### config.mk
export PLATFORM = sky130hd
export DESIGN_NAME = triangle_uv_edge_splitter_flat
export DESIGN_NICKNAME = d
export VERILOG_FILES = /design/src/hw/rtl/tuves_pkg.sv /design/src/hw/rtl/vertex_if.sv /design/src/hw/rtl/result_if.sv /design/src/hw/rtl/triangle_uv_edge_splitter.sv /design/src/flat_wrapper.sv
export SDC_FILE = /design/constraint.sdc
export NUM_CORES = 2
export LEC_CHECK = 0
export ABC_CLOCK_PERIOD_IN_PS = 17400
export CORE_ASPECT_RATIO = 0.8
export CORE_MARGIN = 1
export CORE_UTILIZATION = 30
export CTS_BUF_LIST = sky130_fd_sc_hd__clkbuf_8 sky130_fd_sc_hd__clkbuf_16
export CTS_CLUSTER_DIAMETER = 30
export DETAILED_ROUTE_END_ITERATION = 12
export DONT_BUFFER_PORTS = 1
export PLACE_DENSITY_LB_ADDON = 0.15
export SYNTH_ARGS = -nofsm -noshare
export SYNTH_HDL_FRONTEND = slang
export SYNTH_SLANG_ARGS = --single-unit
export TNS_END_PERCENT = 5
### constraint.sdc
create_clock -name clk -period 17.4 [get_ports clk]
set_clock_uncertainty 0.2 [all_clocks]
set_input_delay 0.87 -clock clk [delete_from_list [all_inputs] [get_ports clk]]
set_output_delay 0.87 -clock clk [all_outputs]
set_load 0.02 [all_outputs]
### src/hw/rtl/tuves_pkg.sv
package tuves_pkg;

  localparam int COORD_BITS   = 32;
  localparam int SPAN_BITS    = 31;
  localparam int SLOT_BITS    = 2;
  localparam int CORNERS      = 3;
  localparam int CFG_IDX_BITS = 2;

  // configuration register indexes
  localparam logic [CFG_IDX_BITS-1:0] REG_MAX_U_SPAN = 2'd0;
  localparam logic [CFG_IDX_BITS-1:0] REG_MAX_V_SPAN = 2'd1;

  // slot code that carries no corner
  localparam logic [SLOT_BITS-1:0] SLOT_NONE = 2'd3;

  typedef logic signed [COORD_BITS-1:0] coord_t;

  typedef struct packed {
    logic [SLOT_BITS-1:0] vertex_slot;
    coord_t               pos_x;
    coord_t               pos_y;
    coord_t               pos_z;
    coord_t               tex_u;
    coord_t               tex_v;
  } vertex_t;

  typedef struct packed {
    logic                 which_triangle;
    logic [SLOT_BITS-1:0] out_slot;
    coord_t               out_x;
    coord_t               out_y;
    coord_t               out_z;
    coord_t               out_u;
    coord_t               out_v;
    logic                 split_done;
    logic [SLOT_BITS-1:0] cut_start;
    logic [SLOT_BITS-1:0] cut_end;
    logic                 last_vertex;
  } result_t;

endpackage

### src/hw/rtl/vertex_if.sv
interface vertex_if import tuves_pkg::*; ();
  logic    valid;
  logic    ready;
  vertex_t payload;

  modport source (output valid, output payload, input ready);
  modport sink   (input valid, input payload, output ready);
endinterface

### src/hw/rtl/result_if.sv
interface result_if import tuves_pkg::*; ();
  logic    valid;
  logic    ready;
  result_t payload;

  modport source (output valid, output payload, input ready);
  modport sink   (input valid, input payload, output ready);
endinterface

### src/hw/rtl/triangle_uv_edge_splitter.sv
// Longest-edge bisection of one triangle in uv space. Send the three corners as vertex
// requests (slot 3 is dropped); the third counted request starts the split test and the
// block then takes no vertex until its results are loaded into the output register. One
// shared 32x32 squarer and a three-entry corner store with a single registered read port
// do the work: the edge scan reads both corners of each edge, squares the u and v spans
// in turn and compares their sum; a split then reads the cut edge's corners for the
// midpoint, and each result is a corner read and a load, held while the result side
// stalls. Results come out in corner order, the first half before the second. Write
// max_u_span and max_v_span only while no triangle is in flight.
module triangle_uv_edge_splitter import tuves_pkg::*; (
  input  logic                    clk,
  input  logic                    rst,
  input  logic                    cfg_we,
  input  logic [CFG_IDX_BITS-1:0] cfg_index,
  input  logic [SPAN_BITS-1:0]    cfg_data,
  vertex_if.sink                  vtx,
  result_if.source                res
);

  typedef struct packed {
    coord_t x;
    coord_t y;
    coord_t z;
    coord_t u;
    coord_t v;
  } corner_t;

  localparam int EDGES  = 3;
  localparam int MUL_W  = 2 * COORD_BITS;
  localparam int LEN_W  = MUL_W + 1;

  localparam logic [SLOT_BITS-1:0] EDGE_FROM [EDGES] = '{2'd2, 2'd0, 2'd1};
  localparam logic [SLOT_BITS-1:0] EDGE_TO   [EDGES] = '{2'd0, 2'd1, 2'd2};
  localparam logic [SLOT_BITS-1:0] LAST_SLOT = 2'(CORNERS - 1);
  localparam logic [1:0]           LAST_EDGE = 2'(EDGES - 1);

  localparam logic [3:0] S_IDLE   = 4'd0;
  localparam logic [3:0] S_RDA    = 4'd1;
  localparam logic [3:0] S_RDB    = 4'd2;
  localparam logic [3:0] S_DIFF   = 4'd3;
  localparam logic [3:0] S_SQU    = 4'd4;
  localparam logic [3:0] S_SQV    = 4'd5;
  localparam logic [3:0] S_SUM    = 4'd6;
  localparam logic [3:0] S_CMP    = 4'd7;
  localparam logic [3:0] S_M_RDA  = 4'd8;
  localparam logic [3:0] S_M_RDB  = 4'd9;
  localparam logic [3:0] S_MID    = 4'd10;
  localparam logic [3:0] S_O_RD   = 4'd11;
  localparam logic [3:0] S_O_LOAD = 4'd12;

  function automatic coord_t half_sum(coord_t a, coord_t b);
    logic signed [COORD_BITS:0] s;
    s = {a[COORD_BITS-1], a} + {b[COORD_BITS-1], b};
    return s[COORD_BITS:1];
  endfunction

  function automatic logic [COORD_BITS-1:0] abs_diff(coord_t a, coord_t b);
    logic signed [COORD_BITS:0] d;
    logic signed [COORD_BITS:0] m;
    d = {a[COORD_BITS-1], a} - {b[COORD_BITS-1], b};
    m = d[COORD_BITS] ? -d : d;
    return m[COORD_BITS-1:0];
  endfunction

  // control
  logic [3:0]           state;
  logic [1:0]           corners_loaded;
  logic [1:0]           edge_i;
  logic                 found;
  logic [SLOT_BITS-1:0] best_s;
  logic [SLOT_BITS-1:0] best_e;
  logic [SLOT_BITS-1:0] out_c;
  logic                 out_tri;
  logic                 out_valid;
  logic [SPAN_BITS-1:0] max_u_span;
  logic [SPAN_BITS-1:0] max_v_span;

  // datapath
  corner_t              corner_mem [CORNERS];
  corner_t              rd_q;
  logic [SLOT_BITS-1:0] rd_addr;
  corner_t              a_rec;
  corner_t              mid_rec;
  logic [COORD_BITS-1:0] du;
  logic [COORD_BITS-1:0] dv;
  logic                  cand;
  logic [MUL_W-1:0]      sq_u;
  logic [MUL_W-1:0]      sq_v;
  logic [LEN_W-1:0]      len;
  logic [LEN_W-1:0]      best;
  logic [COORD_BITS-1:0] mul_op;
  logic [MUL_W-1:0]      mul_p;
  result_t               out_data;
  corner_t               sel_rec;
  logic                  rep;
  logic                  out_last;

  logic in_accept;
  logic out_take;
  logic out_load;

  assign in_accept = vtx.valid && vtx.ready;
  assign out_take  = out_valid && res.ready;
  assign out_load  = (state == S_O_LOAD) && (!out_valid || res.ready);
  assign vtx.ready = (state == S_IDLE);
  assign res.valid = out_valid;
  assign res.payload = out_data;

  // the one shared squarer
  assign mul_op = (state == S_SQV) ? dv : du;
  assign mul_p  = {{COORD_BITS{1'b0}}, mul_op} * {{COORD_BITS{1'b0}}, mul_op};

  always_comb begin
    case (state)
      S_RDA:    rd_addr = EDGE_FROM[edge_i];
      S_RDB:    rd_addr = EDGE_TO[edge_i];
      S_M_RDA:  rd_addr = best_s;
      S_M_RDB:  rd_addr = best_e;
      S_O_RD:   rd_addr = out_c;
      S_O_LOAD: rd_addr = out_c;
      default:  rd_addr = '0;
    endcase
  end

  assign rep      = found && (out_tri ? (out_c == best_e) : (out_c == best_s));
  assign sel_rec  = rep ? mid_rec : rd_q;
  assign out_last = (out_c == LAST_SLOT) && (out_tri || !found);

  // corner store: written on load, one registered read port
  always_ff @(posedge clk) begin
    if (in_accept && vtx.payload.vertex_slot != SLOT_NONE) begin
      corner_mem[vtx.payload.vertex_slot] <= '{x: vtx.payload.pos_x, y: vtx.payload.pos_y,
                                               z: vtx.payload.pos_z, u: vtx.payload.tex_u,
                                               v: vtx.payload.tex_v};
    end
    rd_q <= corner_mem[rd_addr];
  end

  always_ff @(posedge clk) begin
    case (state)
      S_RDB: a_rec <= rd_q;
      S_DIFF: begin
        du   <= abs_diff(rd_q.u, a_rec.u);
        dv   <= abs_diff(rd_q.v, a_rec.v);
        cand <= (abs_diff(rd_q.u, a_rec.u) > {1'b0, max_u_span}) ||
                (abs_diff(rd_q.v, a_rec.v) > {1'b0, max_v_span});
      end
      S_SQU: sq_u <= mul_p;
      S_SQV: sq_v <= mul_p;
      S_SUM: len  <= {1'b0, sq_u} + {1'b0, sq_v};
      S_M_RDB: a_rec <= rd_q;
      S_MID: begin
        mid_rec.x <= half_sum(a_rec.x, rd_q.x);
        mid_rec.y <= half_sum(a_rec.y, rd_q.y);
        mid_rec.z <= half_sum(a_rec.z, rd_q.z);
        mid_rec.u <= half_sum(a_rec.u, rd_q.u);
        mid_rec.v <= half_sum(a_rec.v, rd_q.v);
      end
      S_O_LOAD: begin
        if (!out_valid || res.ready) begin
          out_data.which_triangle <= out_tri;
          out_data.out_slot       <= out_c;
          out_data.out_x          <= sel_rec.x;
          out_data.out_y          <= sel_rec.y;
          out_data.out_z          <= sel_rec.z;
          out_data.out_u          <= sel_rec.u;
          out_data.out_v          <= sel_rec.v;
          out_data.split_done     <= found;
          out_data.cut_start      <= best_s;
          out_data.cut_end        <= best_e;
          out_data.last_vertex    <= out_last;
        end
      end
      default: ;
    endcase
  end

  always_ff @(posedge clk) begin
    if (rst) begin
      state          <= S_IDLE;
      corners_loaded <= '0;
      edge_i         <= '0;
      found          <= 1'b0;
      best_s         <= '0;
      best_e         <= '0;
      best           <= '0;
      out_c          <= '0;
      out_tri        <= 1'b0;
      out_valid      <= 1'b0;
      max_u_span     <= '0;
      max_v_span     <= '0;
    end else begin
      if (cfg_we) begin
        case (cfg_index)
          REG_MAX_U_SPAN: max_u_span <= cfg_data;
          REG_MAX_V_SPAN: max_v_span <= cfg_data;
          default: ;
        endcase
      end

      // a new load keeps the register full even when the old result leaves
      if (out_load) begin
        out_valid <= 1'b1;
      end else if (out_take) begin
        out_valid <= 1'b0;
      end

      case (state)
        S_IDLE: begin
          if (in_accept && vtx.payload.vertex_slot != SLOT_NONE) begin
            if (corners_loaded == 2'd2) begin
              corners_loaded <= '0;
              edge_i         <= '0;
              found          <= 1'b0;
              best_s         <= '0;
              best_e         <= '0;
              best           <= '0;
              state          <= S_RDA;
            end else begin
              corners_loaded <= corners_loaded + 2'd1;
            end
          end
        end
        S_RDA:  state <= S_RDB;
        S_RDB:  state <= S_DIFF;
        S_DIFF: state <= S_SQU;
        S_SQU:  state <= S_SQV;
        S_SQV:  state <= S_SUM;
        S_SUM:  state <= S_CMP;
        S_CMP: begin
          // strict compare: the earliest edge keeps a tie
          if (cand && len > best) begin
            best   <= len;
            best_s <= EDGE_FROM[edge_i];
            best_e <= EDGE_TO[edge_i];
            found  <= 1'b1;
          end
          if (edge_i == LAST_EDGE) begin
            out_c   <= '0;
            out_tri <= 1'b0;
            state   <= (cand && len > best) || found ? S_M_RDA : S_O_RD;
          end else begin
            edge_i <= edge_i + 2'd1;
            state  <= S_RDA;
          end
        end
        S_M_RDA: state <= S_M_RDB;
        S_M_RDB: state <= S_MID;
        S_MID:   state <= S_O_RD;
        S_O_RD:  state <= S_O_LOAD;
        S_O_LOAD: begin
          // hold until the output register is free
          if (out_load) begin
            if (out_last) begin
              state <= S_IDLE;
            end else begin
              if (out_c == LAST_SLOT) begin
                out_c   <= '0;
                out_tri <= 1'b1;
              end else begin
                out_c <= out_c + 2'd1;
              end
              state <= S_O_RD;
            end
          end
        end
        default: state <= S_IDLE;
      endcase
    end
  end

  a_mid_needs_split: assert property (@(posedge clk) disable iff (rst)
    (state == S_MID) |-> found)
    else $error("midpoint computed without a split edge");

  a_second_half_only_on_split: assert property (@(posedge clk) disable iff (rst)
    (res.valid && res.payload.which_triangle) |-> res.payload.split_done)
    else $error("second triangle emitted without a split");

  a_cut_edge_distinct: assert property (@(posedge clk) disable iff (rst)
    (res.valid && res.payload.split_done) |-> (res.payload.cut_start != res.payload.cut_end))
    else $error("split edge has equal corners");

  a_count_in_range: assert property (@(posedge clk) disable iff (rst)
    corners_loaded != 2'd3)
    else $error("corner count out of range");

  a_load_in_order: assert property (@(posedge clk) disable iff (rst)
    (state == S_O_LOAD && !out_valid) |=> out_valid)
    else $error("result not loaded into free output register");

endmodule

### src/flat_wrapper.sv
// flat-port wrapper written by rule: the top's interface ports become plain ports
module triangle_uv_edge_splitter_flat import tuves_pkg::*;
  (clk, rst, cfg_we, cfg_index, cfg_data, vtx_valid, vtx_payload, vtx_ready, res_valid, res_payload, res_ready);
  vertex_if vtx_i ();
  result_if res_i ();
  input  logic clk;
  input  logic rst;
  input  logic cfg_we;
  input  logic [CFG_IDX_BITS-1:0] cfg_index;
  input  logic [SPAN_BITS-1:0] cfg_data;
  input wire logic [$bits(vtx_i.valid)-1:0] vtx_valid;
  input wire logic [$bits(vtx_i.payload)-1:0] vtx_payload;
  output wire logic [$bits(vtx_i.ready)-1:0] vtx_ready;
  output wire logic [$bits(res_i.valid)-1:0] res_valid;
  output wire logic [$bits(res_i.payload)-1:0] res_payload;
  input wire logic [$bits(res_i.ready)-1:0] res_ready;
  assign vtx_i.valid = vtx_valid;
  assign vtx_i.payload = vtx_payload;
  assign vtx_ready = vtx_i.ready;
  assign res_valid = res_i.valid;
  assign res_payload = res_i.payload;
  assign res_i.ready = res_ready;
  triangle_uv_edge_splitter u_core (.clk(clk), .rst(rst), .cfg_we(cfg_we), .cfg_index(cfg_index), .cfg_data(cfg_data), .vtx(vtx_i), .res(res_i));
endmodule
==> key figures <==
Routing
  • DRT antenna net count: 0
  • DR DRC count: 0
  • Vias per cell: 4.68
  • Total wire length: 272000 um
  • Initial DRC count: 3554
  • Vias: 62600
  • DRT Pass-1 Iters: 6
  • Drt wl/cell: 20.3 um

Cells and area
  • Final #Nets: 10500
  • Most common cell after layout, fill and taps aside: inv_1
  • Share of post-route cells with drive strength above 1: 10.0%
  • Layout area overhead: 19.4%
  • Finished Layout Cells: 13400
  • Most frequent cells in the layout: 1319 x inv_1, 1224 x edfxtp_1, 800 x fa_1
  • Post-route cell area: 116000 um2
  • Fillers: 31700

Clock network
  • Max H-tree Level: 5
  • CTS tree: yes
  • Clk_lat worst skew: 0.93 ns
  • Worst-path clk slew: 0.04 ns
  • Cts hold-fix bufs: 192
  • Post-CTS setup repair buffer count: 0
  • Clk sinks: 1527
  • Post-CTS Resized: 0
  • Worst-case clock buffer depth: 4
  • Root Buffer Master: clkbuf_16
  • CTS buffer count: 334

GRT
  • Met1 Usage GRT: 22.4%
  • Peak-usage layer in the global routing report: met2
  • Met3 Track Usage GR: 3.59%
  • Largest net degree at the start of global routing: 100
  • First-pass GRT wire length: 414000 um
  • Initial antenna violation count: 47
  • Grt ovf: 0
  • All-layer global routing usage: 16.5%
  • Vias in the first global route: 66300
  • Met2 Resource Use GR: 26.8%

Run status
  • Status: complete, no violations

Timing
  • Worst slew margin: 29.7%
  • Max-slew violation count: 0
  • Hold WS: 0.160 ns
  • Min cycle time layout: 11.80 ns
  • Least-Margin Pin Slew: 1.05 ns
  • Final setup viols: 0
  • Peak Freq: 0.0848 GHz
  • Crit share post-route: 67.8%
  • Total Neg Setup Slack: 0 ns
  • RSZ-0062 raised after global routing: false
  • Hold Fails Final Rpt: 0

Logic synthesis
  • Sequential cell area fraction in the yosys report: 44.1%
  • Average size of a mapped cell: 11.6 um2
  • Async set-or-reset flop fraction in the synthesized netlist: 0%
  • Syn. warnings: 0
  • Synth unique cells: 92
  • Share of the synthesized area in the top cell type: 37.8%
  • Synth area leader: edfxtp_1
  • Post-synth EDFFs: 1224
  • #FFs+latches synth: 1527
  • Count of mapped cells out of synthesis: 8396
  • Syn_nets: 10100
  • Top post-synthesis cells by area: edfxtp_1 38%, fa_1 16%, ha_1 9.1%
  • Main flop type after synthesis: edfxtp_1
  • Netlist Area Pre-Place: 97200 um2

Flow run
  • Max-cap violations: 0

Setup path
  • CP bufs+invs: 9
  • Worst path max stage delay: 0.78 ns
  • Top Family by Delay on Critical Path: adder cells
  • Worst setup EP type: flop
  • Crit Path Class: flop to flop
  • Startpoint Class: flop
  • Critical path's slowest cell: dfxtp_1
  • Critical Path Most Common Cell: fa_1
  • CP arrival: 12.20 ns
  • Required @ worst endpoint: 17.80 ns
  • Max Fanout on Critical Path: 40

Power
  • Peak supply drop: 0.0898 mV
  • Power Dens Cells: 93.0 nW/um2
  • Total power: 10.8 mW
  • Static Leakage: 47.5 nW

Place
  • IO Port Bufs: 0
  • Detailed Place HPWL: 199000 um
  • GPL Wtd Cong: 0.860
  • Inst Count DP: 12600
  • Placed cell area: 103000 um2

Floorplan
  • Die Span Y: 511 um
  • # IOs: 371
  • Initial Util: 30.2%
  • Core ar.: 322000 um2
  • Full die area: 326000 um2
  • Site Rows: 186
  • Die Width: 638 um

Hold path
  • Worst min path class: input port to flop
## power by group
group	leakage, nW	switching [mW]	internal (mW)
sequential	13.6	0.0290	4.01
clock	5.75	2.16	4.14
combinational	28.2	0.269	0.182
total	47.5	2.46	8.33
## worst paths after layout
| path | start | endpoint | slack [ns] | depth (start not counted) |
|---|---|---|---|---|
| setup reg to reg | u_core.state[2] | u_core.sq_v[63] | 5.60 | 34 |
| setup / recovery | u_core.state[2] | u_core.sq_v[63] | 5.60 | 34 |
| hold / removal | rst | u_core.corners_loaded[0] | 0.16 | 2 |
| hold reg to reg | u_core.max_u_span[17] | u_core.max_u_span[17] | 0.25 | 2 |
## final cells by class
cell class / count / area [um2] / share of cell area [%]
Multi-Input combinational cell: 5326 / 48700 / 41.9
Sequential cell: 1527 / 42800 / 36.9
Clock buffer: 350 / 8590 / 7.40
Tap cell: 4324 / 5410 / 4.66
Inverter: 1269 / 4760 / 4.11
Clock inverter: 274 / 2930 / 2.52
Timing Repair Buffer: 301 / 2820 / 2.43
Antenna cell: 13 / 32.5 / 0.0280
## cell usage after synthesis, drive strengths merged (10+ instances only)
cell type and number:
inv 1260, edfxtp 1224, fa 800, ha 703, nor2 654, nand2 549, a21oi 542, dfxtp 303
xnor2 267, clkbuf 219, a21o 194, o21ai 185, mux2i 184, mux2 183, xor2 126, nor3 75
a22o 71, nand3 66, o21bai 64, nand4 58, nor2b 58, buf 55, nand2b 52, a211oi 44
o21a 42, a31oi 36, and3 34, o31ai 26, and2 22, or2 22, or3 22, nor4 18
a221oi 15, a31o 15, o211ai 15, nor3b 14, o31a 11, nand3b 10, or4 10
## state kept, by name, summed over array words and instances (netlist names), 2 cells and up
name,flops
u_core.sq_v,63
u_core.res.payload,168
u_core.edge_i,2
u_core.len,65
u_core.mid_rec,160
u_core.best_s,2
u_core.sq_u,63
u_core.out_c,2
u_core.du,32
u_core.max_v_span,31
u_core.a_rec,160
u_core.corner_mem,480
u_core.state,4
u_core.corners_loaded,2
u_core.max_u_span,31
u_core.best,65
u_core.dv,32
u_core.rd_q,160
## through the flow
| stage | utilization, % | worst slack [ns] |
|---|---|---|
| 2_1_floorplan | - | 3.10 |
| 3_3_place_gp | 31.9 | 5.67 |
| 3_5_place_dp | 31.9 | 5.50 |
| 4_1_cts | 36.1 | 5.47 |
| 5_1_grt | 36.1 | 4.89 |
| 6_report | 36.1 | 5.60 |
## cells by family after synthesis
kind of cell,Yosys count,share of synthesized area (%)
adders and majority gates,1503,25.5
muxes,367,4.02
AOI/OAI and AO/OA,1372,9.05
DFF,1527,44.1
and+or+nand+nor,1691,7.77
buffers and inverters,1543,6.01
xor gates and xnor gates,393,3.54
## layer usage
metal / part of all wire [%] / routed length, um
met5: 0.062 / 169
met4: 2.4 / 6490
met3: 5.8 / 15900
met2: 46 / 126000
met1: 45 / 124000
(Power assumes the default switching activity.)
